--- src/rtl/clock_average_delta_engine_defines.svh ---
// ----------------------------------------------------------------------------
// clock average delta engine assertion macros
// shared concurrent assertion forms, sampled on i_clk, off while i_rst_n is low
// ----------------------------------------------------------------------------
`ifndef CLOCK_AVERAGE_DELTA_ENGINE_DEFINES_SVH
`define CLOCK_AVERAGE_DELTA_ENGINE_DEFINES_SVH

// consequent holds in the same cycle as the antecedent
`define CADE_ASSERT_SAME(lbl, ante, cons, msg) \
    lbl: assert property (@(posedge i_clk) disable iff (!i_rst_n) (ante) |-> (cons)) else $error(msg);

// consequent holds in the cycle after the antecedent
`define CADE_ASSERT_NEXT(lbl, ante, cons, msg) \
    lbl: assert property (@(posedge i_clk) disable iff (!i_rst_n) (ante) |=> (cons)) else $error(msg);

`endif

--- src/rtl/cade_pkg.sv ---
// ----------------------------------------------------------------------------
// cade_pkg
// shared widths, state encoding and status types of the clock average engine
// ----------------------------------------------------------------------------
package cade_pkg;

    localparam int TIME_W    = 17;
    localparam int CORR_W    = 18;
    localparam int S_TDATA_W = ((TIME_W + 7) / 8) * 8;
    localparam int M_TDATA_W = ((CORR_W + TIME_W + 7) / 8) * 8;

    typedef enum logic [5:0] {
        ST_IDLE = 6'b000001,
        ST_LOAD = 6'b000010,
        ST_DIV  = 6'b000100,
        ST_RD   = 6'b001000,
        ST_LD   = 6'b010000,
        ST_SRV  = 6'b100000
    } t_state;

    typedef struct packed {
        logic busy;
        logic done;
    } t_div_stat;

endpackage

--- src/rtl/cade_store.sv ---
// ----------------------------------------------------------------------------
// cade_store
// reading store: one write port, one read port with registered read data
// ----------------------------------------------------------------------------
module cade_store #(
    parameter int DEPTH  = 32,
    parameter int ADDR_W = 5
) (
    input  logic                       i_clk,
    input  logic                       i_wr_en,
    input  logic [ADDR_W-1:0]          i_wr_addr,
    input  logic [cade_pkg::TIME_W-1:0] i_wr_data,
    input  logic                       i_rd_en,
    input  logic [ADDR_W-1:0]          i_rd_addr,
    output logic [cade_pkg::TIME_W-1:0] o_rd_data
);
    import cade_pkg::*;

    logic [TIME_W-1:0] r_mem [DEPTH];
    logic [TIME_W-1:0] r_rd_data;

    always_ff @(posedge i_clk) begin
        if (i_wr_en) begin
            r_mem[i_wr_addr] <= i_wr_data;
        end
        if (i_rd_en) begin
            r_rd_data <= r_mem[i_rd_addr];
        end
    end

    assign o_rd_data = r_rd_data;

endmodule

--- src/rtl/cade_div.sv ---
// ----------------------------------------------------------------------------
// cade_div
// restoring divider, one quotient bit per cycle, truncating
// ----------------------------------------------------------------------------
module cade_div #(
    parameter int DVD_W = 23,
    parameter int DVS_W = 6
) (
    input  logic                  i_clk,
    input  logic                  i_rst_n,
    input  logic                  i_start,
    input  logic [DVD_W-1:0]      i_dividend,
    input  logic [DVS_W-1:0]      i_divisor,
    output logic [DVD_W-1:0]      o_quotient,
    output cade_pkg::t_div_stat   o_stat
);
    import cade_pkg::*;

    localparam int CNT_W = $clog2(DVD_W + 1);

    logic [DVS_W-1:0] r_rem;
    logic [DVS_W-1:0] r_dvs;
    logic [DVD_W-1:0] r_quo;
    logic [CNT_W-1:0] r_cnt;
    logic             r_busy;
    logic             r_done;

    logic [DVS_W:0]   w_trial;
    logic [DVS_W:0]   w_diff;
    logic             w_ge;
    logic [DVS_W-1:0] n_rem;

    always_comb begin
        w_trial = {r_rem, r_quo[DVD_W-1]};
        w_ge    = w_trial >= {1'b0, r_dvs};
        w_diff  = w_trial - {1'b0, r_dvs};
        n_rem   = w_ge ? w_diff[DVS_W-1:0] : w_trial[DVS_W-1:0];
    end

    always_ff @(posedge i_clk) begin
        if (!i_rst_n) begin
            r_busy <= 1'b0;
            r_done <= 1'b0;
            r_cnt  <= '0;
        end else begin
            r_done <= 1'b0;
            if (i_start) begin
                r_busy <= 1'b1;
                r_cnt  <= CNT_W'(DVD_W);
            end else if (r_busy) begin
                r_cnt <= r_cnt - CNT_W'(1);
                if (r_cnt == CNT_W'(1)) begin
                    r_busy <= 1'b0;
                    r_done <= 1'b1;
                end
            end
        end
    end

    always_ff @(posedge i_clk) begin
        if (i_start) begin
            r_rem <= '0;
            r_dvs <= i_divisor;
            r_quo <= i_dividend;
        end else if (r_busy) begin
            r_rem <= n_rem;
            r_quo <= {r_quo[DVD_W-2:0], w_ge};
        end
    end

    assign o_quotient  = r_quo;
    assign o_stat.busy = r_busy;
    assign o_stat.done = r_done;

endmodule

--- src/rtl/clock_average_delta_engine.sv ---
// ----------------------------------------------------------------------------
// clock_average_delta_engine
// averaging step of clock synchronisation: stores client readings, then
// returns each clock's correction towards the average
// ----------------------------------------------------------------------------
// A reading request is stored in an on-chip memory of
// MAX_CLIENTS entries; further readings in a full round are dropped. Once the
// request marked tlast is taken, the engine starts the divider, runs the
// bit-serial divider and takes the quotient, then walks the memory, reading
// and loading the result of each stored reading, and last loads the server
// result; the walk and the server result wait while the output side does
// not take results. A new round
// is taken once the server result sits in the output register.
// ----------------------------------------------------------------------------
module clock_average_delta_engine #(
    parameter int MAX_CLIENTS = 32
) (
    input  logic                              i_clk,
    input  logic                              i_rst_n,
    input  logic                              i_cfg_wr_en,
    input  logic [cade_pkg::TIME_W-1:0]       i_cfg_wr_data,
    input  logic                              s_axis_tvalid,
    output logic                              s_axis_tready,
    // [16:0] client_time, rest zero
    input  logic [cade_pkg::S_TDATA_W-1:0]    s_axis_tdata,
    input  logic                              s_axis_tlast,
    output logic                              m_axis_tvalid,
    input  logic                              m_axis_tready,
    // [17:0] correction, [34:18] synced_time, rest zero
    output logic [cade_pkg::M_TDATA_W-1:0]    m_axis_tdata,
    // [0] is_server
    output logic                              m_axis_tuser,
    output logic                              m_axis_tlast
);
    import cade_pkg::*;

    `include "clock_average_delta_engine_defines.svh"

    localparam int CNT_W  = $clog2(MAX_CLIENTS + 1);
    localparam int ADDR_W = (MAX_CLIENTS > 1) ? $clog2(MAX_CLIENTS) : 1;
    localparam int DVS_W  = $clog2(MAX_CLIENTS + 2);
    localparam int DVD_W  = TIME_W + CNT_W;

    t_state              r_state;
    t_state              n_state;
    logic [TIME_W-1:0]   r_server;
    logic [CNT_W-1:0]    r_count;
    logic [CNT_W-1:0]    r_idx;
    logic [DVD_W-1:0]    r_sum;
    logic [TIME_W-1:0]   r_avg;

    logic                r_out_valid;
    logic [CORR_W-1:0]   r_out_corr;
    logic [TIME_W-1:0]   r_out_avg;
    logic                r_out_srv;
    logic                r_out_last;

    logic                w_in_acc;
    logic                w_room;
    logic                w_out_free;
    logic                w_wr_en;
    logic [TIME_W-1:0]   w_reading;
    logic [TIME_W-1:0]   w_rd_data;
    logic [DVD_W-1:0]    w_quotient;
    t_div_stat           w_div_stat;
    logic                w_last_idx;
    logic                w_load_cli;
    logic                w_load_srv;

    assign w_reading     = s_axis_tdata[TIME_W-1:0];
    assign s_axis_tready = (r_state == ST_IDLE);
    assign w_in_acc      = s_axis_tvalid && s_axis_tready;
    assign w_room        = r_count < CNT_W'(MAX_CLIENTS);
    assign w_wr_en       = w_in_acc && w_room;
    assign w_out_free    = !r_out_valid || m_axis_tready;
    assign w_last_idx    = (r_idx + CNT_W'(1)) == r_count;
    assign w_load_cli    = (r_state == ST_LD) && w_out_free;
    assign w_load_srv    = (r_state == ST_SRV) && w_out_free;

    cade_store #(
        .DEPTH  (MAX_CLIENTS),
        .ADDR_W (ADDR_W)
    ) u_store (
        .i_clk     (i_clk),
        .i_wr_en   (w_wr_en),
        .i_wr_addr (r_count[ADDR_W-1:0]),
        .i_wr_data (w_reading),
        .i_rd_en   (r_state == ST_RD),
        .i_rd_addr (r_idx[ADDR_W-1:0]),
        .o_rd_data (w_rd_data)
    );

    cade_div #(
        .DVD_W (DVD_W),
        .DVS_W (DVS_W)
    ) u_div (
        .i_clk      (i_clk),
        .i_rst_n    (i_rst_n),
        .i_start    (r_state == ST_LOAD),
        .i_dividend (r_sum + DVD_W'(r_server)),
        .i_divisor  (DVS_W'(r_count) + DVS_W'(1)),
        .o_quotient (w_quotient),
        .o_stat     (w_div_stat)
    );

    always_comb begin
        n_state = r_state;
        unique case (r_state)
            ST_IDLE: begin
                if (w_in_acc && s_axis_tlast) begin
                    n_state = ST_LOAD;
                end
            end
            ST_LOAD: n_state = ST_DIV;
            ST_DIV: begin
                if (w_div_stat.done) begin
                    n_state = ST_RD;
                end
            end
            ST_RD:  n_state = ST_LD;
            ST_LD: begin
                if (w_out_free) begin
                    n_state = w_last_idx ? ST_SRV : ST_RD;
                end
            end
            ST_SRV: begin
                if (w_out_free) begin
                    n_state = ST_IDLE;
                end
            end
            default: n_state = ST_IDLE;
        endcase
    end

    always_ff @(posedge i_clk) begin
        if (!i_rst_n) begin
            r_state     <= ST_IDLE;
            r_server    <= '0;
            r_count     <= '0;
            r_sum       <= '0;
            r_idx       <= '0;
            r_out_valid <= 1'b0;
        end else begin
            r_state <= n_state;
            if (i_cfg_wr_en) begin
                r_server <= i_cfg_wr_data;
            end
            if (w_wr_en) begin
                r_count <= r_count + CNT_W'(1);
                r_sum   <= r_sum + DVD_W'(w_reading);
            end
            if (w_load_cli) begin
                r_idx <= r_idx + CNT_W'(1);
            end
            if (w_load_srv) begin
                r_count <= '0;
                r_sum   <= '0;
                r_idx   <= '0;
            end
            if (w_load_cli || w_load_srv) begin
                r_out_valid <= 1'b1;
            end else if (m_axis_tready) begin
                r_out_valid <= 1'b0;
            end
        end
    end

    // result payload
    always_ff @(posedge i_clk) begin
        if (w_div_stat.done) begin
            r_avg <= w_quotient[TIME_W-1:0];
        end
        if (w_load_cli) begin
            r_out_corr <= {1'b0, r_avg} - {1'b0, w_rd_data};
            r_out_avg  <= r_avg;
            r_out_srv  <= 1'b0;
            r_out_last <= 1'b0;
        end else if (w_load_srv) begin
            r_out_corr <= {1'b0, r_avg} - {1'b0, r_server};
            r_out_avg  <= r_avg;
            r_out_srv  <= 1'b1;
            r_out_last <= 1'b1;
        end
    end

    assign m_axis_tvalid = r_out_valid;
    assign m_axis_tdata  = {(M_TDATA_W - CORR_W - TIME_W)'(0), r_out_avg, r_out_corr};
    assign m_axis_tuser  = r_out_srv;
    assign m_axis_tlast  = r_out_last;

    `CADE_ASSERT_SAME(a_count_bound, 1'b1, r_count <= CNT_W'(MAX_CLIENTS), "count beyond store size")
    `CADE_ASSERT_NEXT(a_div_to_walk, (r_state == ST_DIV) && w_div_stat.done, r_state == ST_RD, "walk did not follow division")
    `CADE_ASSERT_SAME(a_walk_index, (r_state == ST_RD) || (r_state == ST_LD), r_idx < r_count, "walk index past stored readings")
    `CADE_ASSERT_SAME(a_busy_div, r_state == ST_DIV, w_div_stat.busy || w_div_stat.done, "divider idle during division")

endmodule

--- config.mk ---
export PLATFORM = sky130hd
export DESIGN_NAME = clock_average_delta_engine
export DESIGN_NICKNAME = d
export VERILOG_FILES = /design/src/rtl/cade_pkg.sv /design/src/rtl/cade_store.sv /design/src/rtl/cade_div.sv /design/src/rtl/clock_average_delta_engine.sv
export VERILOG_INCLUDE_DIRS = /design/src /design/src/rtl
export SDC_FILE = /design/constraint.sdc
export NUM_CORES = 1
export LEC_CHECK = 0
export BUFFER_PORTS_ARGS = -buffer_cell sky130_fd_sc_hd__clkbuf_2
export CORE_MARGIN = 2
export CORE_UTILIZATION = 55
export DETAILED_ROUTE_END_ITERATION = 10
export GPL_TIMING_DRIVEN = 0
export HOLD_SLACK_MARGIN = 0.1
export PLACE_DENSITY = 0.69
export SYNTH_ARGS = -nofsm -noshare
export SYNTH_HDL_FRONTEND = slang
export SYNTH_SLANG_ARGS = --single-unit
export TNS_END_PERCENT = 100
--- constraint.sdc ---
create_clock -name i_clk -period 4.6 [get_ports i_clk]
set_clock_uncertainty 0.05 [all_clocks]
set_input_delay 0.92 -clock i_clk [delete_from_list [all_inputs] [get_ports i_clk]]
set_output_delay 0.92 -clock i_clk [all_outputs]
set_load 0.02 [all_outputs]
# After elaboration in Yosys (flattened, before gate mapping)
# Memories as Yosys holds them, arrays and structs flattened. A register that Yosys moved wholly into a read port is not among the register bits.
# Cells that the tools add are included.
# word_totals
output_inout_bits	44
ramBits	544
reg_bits	154
memories	1
word_cells	80
# classes
addsub	8
n_mux	23
bitwise_logic	2
n_lt_le_gt_ge	2
eq_ne	12
n_reduce_logical	15
# mem_list
name	depth	word_bits	rd	rd_clocked_by_memory_dff	wr	line	text
u_store.r_mem	32	17	1	1	1	cade_store.sv:19	logic [TIME_W-1:0] r_mem [DEPTH];
# op_table
cell	n
$add 23x17->23	2
$mux 23	2
$mux 18	2
$mux 6	6
$pmux 6 s6	1
$sub 17x17->18	2
$mux 17	2
$add 6x1->6 const B	2
$mux 5	2
$mux 1	8
$ge 7x6->1	1
$eq 6x1->1 const B	1
$eq 6x2->1 const B	1
$eq 6x3->1 const B	1
$eq 6x4->1 const B	1
$eq 6x5->1 const B	1
$eq 6x6->1	1
$eq 6x6->1 const B	1
$lt 6x6->1 const B	1
$reduce_bool 2->1	3
$sub 6x6->6	1
$eq 5x1->1 const B	1
$logic_and 1x1->1	5
$sub 5x1->5 const B	1
other kinds (8)	13

# Longest topological paths before layout
# depth
depth_word	5
mapped_depth	15
mapped_depth_nobuf	14

# Modules after synthesis
# A second synthesis with hierarchy kept.
# hier_totals
hier_cells	2105
area_unflattened_um2	30892.1
# by_module_without_submodules
mod	cells_each	instances	area_per_inst_um2
cade_store	1212	1	21907.3
clock_average_delta_engine	729	1	6921.6
cade_div	164	1	2063.2

# Worst setup path before layout
# Ideal clock, no wire load.
# synth_path
kind	input-to-reg
start	in m_axis_tready
end	reg r_out_corr[16] (data pin)
setup_time_ps	258
path_stages	15
slack_ps	937
t_arrival_ps	3356
required_ps	4292
path_cell_list	nand2b_1 -> nand3_1 -> or2_1 -> clkbuf_1 -> nand2_1 -> nand2_1 -> ha_1 -> fa_1 -> nor2b_1 -> o31ai_1 -> a21oi_1 -> o221ai_1 -> o311ai_0 -> a21oi_1 -> xnor2_1
# synth_between
elab_chain_len	3
# synth_lines
element	line	text
from (decl)	clock_average_delta_engine.sv:28	input logic m_axis_tready,
$logic_or 1x1->1	clock_average_delta_engine.sv:75	assign w_out_free = !r_out_valid || m_axis_tready;
$logic_and 1x1->1	clock_average_delta_engine.sv:77	assign w_load_cli = (r_state == ST_LD) && w_out_free;
$mux 18	clock_average_delta_engine.sv:173	if (w_load_cli) begin
to (signal assigned)	clock_average_delta_engine.sv:174	r_out_corr <= {1'b0, r_avg} - {1'b0, w_rd_data};
to (signal assigned)	clock_average_delta_engine.sv:179	r_out_corr <= {1'b0, r_avg} - {1'b0, r_server};
to (decl)	clock_average_delta_engine.sv:53	logic [CORR_W-1:0] r_out_corr;
# No other way between the ends.
# A chain may end at the register's enable or synchronous reset.

# Final worst setup path
# layout_path
start	reg r_state[0]
end	reg r_out_corr[16] (data pin)
# layout_between
elab_chain_len	3
# layout_lines
element	line	text
from (decl)	clock_average_delta_engine.sv:44	t_state r_state;
from (signal assigned)	clock_average_delta_engine.sv:144	r_state <= n_state;
$eq 6x5->1	clock_average_delta_engine.sv:77	
$logic_and 1x1->1	clock_average_delta_engine.sv:77	
$mux 18	clock_average_delta_engine.sv:173	
# No other way between the ends.

==> impl_summary.log <==
[metrics] status: finished, final reports clean
[metrics] static leakage: 11.1 nW
[metrics] via count normalized by instance count: 6.15
[metrics] netlist area before placement: 0.0300 mm²
[metrics] worst IR drop on VDD: 0.249 mV
[metrics] Reg power frac: 51.3%
[metrics] number of nets in the layout: 2019
[metrics] instance count of the mapped netlist: 1723
[metrics] mean area per synthesized cell: 17.4 µm²
[metrics] global-route wire length before repair: 102000 µm
[metrics] shortest period the worst path allows: 4.38 ns
[metrics] worst-case hold path end point: r_avg[4]$_DFFE_PP_
[metrics] Pins Over Slew Limit: 0
[metrics] number of max-cap violations: 0
[metrics] Required @ worst endpoint: 4.92 ns
[metrics] power density cells: 427 mW/mm²
[metrics] family with the most delay on the worst path: compound AO/OA/AOI/OAI gates
[metrics] count of input and output buffers: 77
[metrics] Largest stage delay, worst path: 0.46 ns
[metrics] TritonCTS clock tree: built
[metrics] worst-path maximum fanout: 10
[metrics] overall via count from detail_route: 16300
[metrics] Hold Vio Cnt, Final: 0
[metrics] layout cells sized above 1: 23.0%
[metrics] Total Die Area: 0.0564 mm²
[metrics] setup slack of the most critical reg-to-reg path: 0.22 ns
[metrics] part of the total power dissipated in the clock network: 38.3%
[metrics] leading cell types by total area after synthesis: sky130_fd_sc_hd__edfxtp_1 (64%), sky130_fd_sc_hd__mux4_2 (13%), sky130_fd_sc_hd__dfxtp_1 (4.9%)
[metrics] cell breakdown of the critical path: nor4_2, nand3_1, nor2_1, buf_2, mux2i_1, ha_1, nor2b_1, o31ai_1, a21oi_1, o221ai_1, o311ai_1, a21oi_1, xnor2_1
[metrics] source of the worst hold timing path: u_div.o_quotient[4]$_DFFE_PP_
[metrics] setup-violating endpoint count in the final report: 0
[metrics] buffers and inverters on the worst path: 1
[metrics] number of standard-cell rows in the floorplan: 85
[metrics] number of hold-repair buffers added at the cts stage: 0
[metrics] share of synthesized flip-flops with an asynchronous set or reset: 0%
[metrics] CTS HTree Levels: 3
[metrics] Hold WC Path Type: reg -> reg
[metrics] Distinct cells, synth: 64
[metrics] starting density of the core: 55.7%
[metrics] Final period util: 95.2%
[metrics] worst slew slack as a fraction of its limit: 33.6%
[metrics] global route overflow: 0
[metrics] Starting DRT DRC Count: 1306
[metrics] Layout Area Growth over Synthesis: 13.2%
[metrics] Hold Path Cell Cnt: 0
[metrics] core box area: 0.0538 mm²
[metrics] DRC violations left: 0
[metrics] top flip-flop cell by instance count after synthesis: sky130_fd_sc_hd__edfxtp_1
[metrics] transition time of the tightest slew-check pin: 0.995 ns
[metrics] cell internal power dissipation: 11.0 mW
[metrics] crit-path most repeated cell: sky130_fd_sc_hd__a21oi_1
[metrics] die extent in x: 237 µm
[metrics] Reg clk slew, reported paths: 0.06 ns
[metrics] depth of the most critical reg-to-reg path: 13
[metrics] critical register-to-register path endpoint: r_out_corr[16]$_DFFE_PP_
[metrics] leading cell type in the layout, fill and taps excluded: sky130_fd_sc_hd__edfxtp_1
[metrics] sequential area share after synthesis: 69.2%
[metrics] iteration count of the initial detailed-routing pass: 5
[metrics] number of flops mapped to enable cells by yosys: 642
[metrics] number of global-route vias before repair: 16400
[metrics] RSZ-0062 raised after global routing: no
[metrics] total number of yosys warnings: 0
[metrics] maximum operating frequency: 228 MHz
[metrics] Logic pwr share: 10.4%
[metrics] leading area contributor after synthesis: sky130_fd_sc_hd__edfxtp_1
[metrics] utilization after layout: 63.0%
[metrics] data arrival time of the worst path: 4.70 ns
[metrics] number of antenna violations at the first check in global routing: 0
[metrics] number of top-level design ports: 91
[metrics] switching portion of total power: 23.9%
[metrics] highest-count cells in the layout ignoring fill and taps: sky130_fd_sc_hd__edfxtp_1 (642), sky130_fd_sc_hd__mux4_2 (170), sky130_fd_sc_hd__nand2_1 (86), sky130_fd_sc_hd__nor2_1 (77), sky130_fd_sc_hd__clkbuf_2 (77)
[metrics] Detail Placement HPWL: 45900 µm
[metrics] total detailed-routing wirelength: 67500 µm
[metrics] root buffer cell: sky130_fd_sc_hd__clkbuf_16
[metrics] CTS Buf Count: 73
[metrics] DIE HEIGHT: 237 µm
[metrics] routed wirelength normalized by instance count: 25.4 µm
[metrics] number of diodes: 0
[metrics] overall global routing resource usage: 24.5%
[metrics] area share of the leading cell type in the synthesized netlist: 64.4%
[metrics] Clock Sink Count: 715
[metrics] maximum number of pins on one net before global-route repair: 36
[metrics] number of flip-flops and latches in the synthesized netlist: 715
[metrics] Worst Setup Start Kind: register
[metrics] Crit-path slowest cell: sky130_fd_sc_hd__nor2_1
[metrics] CTS max path bufs: 3
[metrics] Switching Power: 3.46 mW
[metrics] source-to-sink clock delay at the later pin of the worst-skew pair: 0.62 ns
[metrics] path length in cells of the critical path: 13
[metrics] post-route total power: 14.5 mW
[metrics] source of the worst register-to-register timing path: r_state[0]$_SDFFE_PN1P_
[metrics] path type of the worst setup path: reg -> reg
[metrics] weighted congestion reported at the end of routability-driven placement: 0.933
[metrics] type of destination of the critical path: register
[metrics] count of nets left with antenna violations after detail routing: 0
-- registers in the layout, summed over array words and instances, names as in the netlist, 17 cells and up --
register and count:
r_avg 17, r_out_avg 17, r_out_corr 18, r_server 17, r_sum 23, u_div.o_quotient 23
u_store.o_rd_data 17, u_store.r_mem 544
-- cell usage after synthesis (all sizes together), types with 14 or more instances --
library cell and number:
mux4 170, a21oi 76, nand3 17, mux2i 34
nor2b 14, ha 64, nor2 109, a21o 19
xnor2 44, clkbuf 42, xor2 28, inv 31
buf 36, mux2 19, nand4 17, edfxtp 642
o21ai 64, nand2 86, dfxtp 73
-- power by group through the flow --
| stage | clock [mW] | sequential, mW | combinational [mW] |
|---|---|---|---|
| final | 5.56 | 7.43 | 1.51 |
| after global routing | 5.90 | 7.45 | 1.65 |
| after CTS | 5.64 | 7.43 | 1.50 |
| after detailed placement | 0 | 7.56 | 1.49 |
| after global placement | 0 | 7.56 | 1.42 |
| after floorplan | 0 | 7.52 | 1.00 |
-- layout make-up --
class                   count  area, µm²
plain buffers              78        394
clock buffers              95       1980
clock inverters            37        255
fillers                  3751      19900
inverters                  33        124
multi-input cells         901       8800
flip-flops and latches    715      20700
well taps                 696        871
repair buffers            102        749
-- metal layers --
metal | track usage [%] | wire, µm | vias up
li1 | - | - | 7226
met1 | 35.1 | 29300 | 8389
met2 | 38.0 | 31500 | 615
met3 | 3.91 | 4270 | 106
met4 | 10.5 | 2520 | 0
met5 | 0 | 0 | -
-- logic make-up (layout without fill, tap and decap cells) --
| family | count (synthesis) | in the layout | share of synthesized area (%) |
|---|---|---|---|
| flip-flops | 715 | 715 | 69.2 |
| AND/OR/NAND/NOR | 308 | 308 | 4.80 |
| AO/OA/AOI/OAI | 225 | 225 | 4.56 |
| multiplexers | 223 | 223 | 14.6 |
| buffers and inverters | 111 | 345 | 1.73 |
| XOR/XNOR | 72 | 72 | 2.10 |
| adder cells (fa/ha/maj) | 68 | 68 | 2.94 |
| other | 1 | 5 | 0.0125 |
-- worst max path at each step --
stage                     slack, ns                     from                       end
after floorplan                0.94            m_axis_tready  r_out_corr[16]$_DFFE_PP_
after global placement       -0.009            m_axis_tready  r_out_corr[16]$_DFFE_PP_
after detailed placement      -0.07            m_axis_tready  r_out_corr[16]$_DFFE_PP_
after CTS                      0.14  r_state[0]$_SDFFE_PN1P_  r_out_corr[16]$_DFFE_PP_
after global routing           0.05  r_state[0]$_SDFFE_PN1P_  r_out_corr[16]$_DFFE_PP_
final                          0.22  r_state[0]$_SDFFE_PN1P_  r_out_corr[16]$_DFFE_PP_
-- metrics by stage --
stage          hold WS, ns  instances  instance area [µm²]  setup TNS, ns  worst slack (ns)
2_1_floorplan        0.376       1727                30000              0             0.937
3_3_place_gp         0.386       2500                31200       -0.00937          -0.00937
3_5_place_dp         0.384       2525                31700        -0.0719           -0.0719
4_1_cts              0.398       2657                33900              0             0.135
5_1_grt              0.419       2657                33900              0            0.0476
6_report             0.398       2657                33900              0             0.223
-- repair_timing --
action                                  CTS  global route
resized for setup                         0             2
setup buffers                             0             0
endpoints found under the setup margin    0             4
endpoints found under the hold margin     0             0
(Power assumes the default switching activity.)
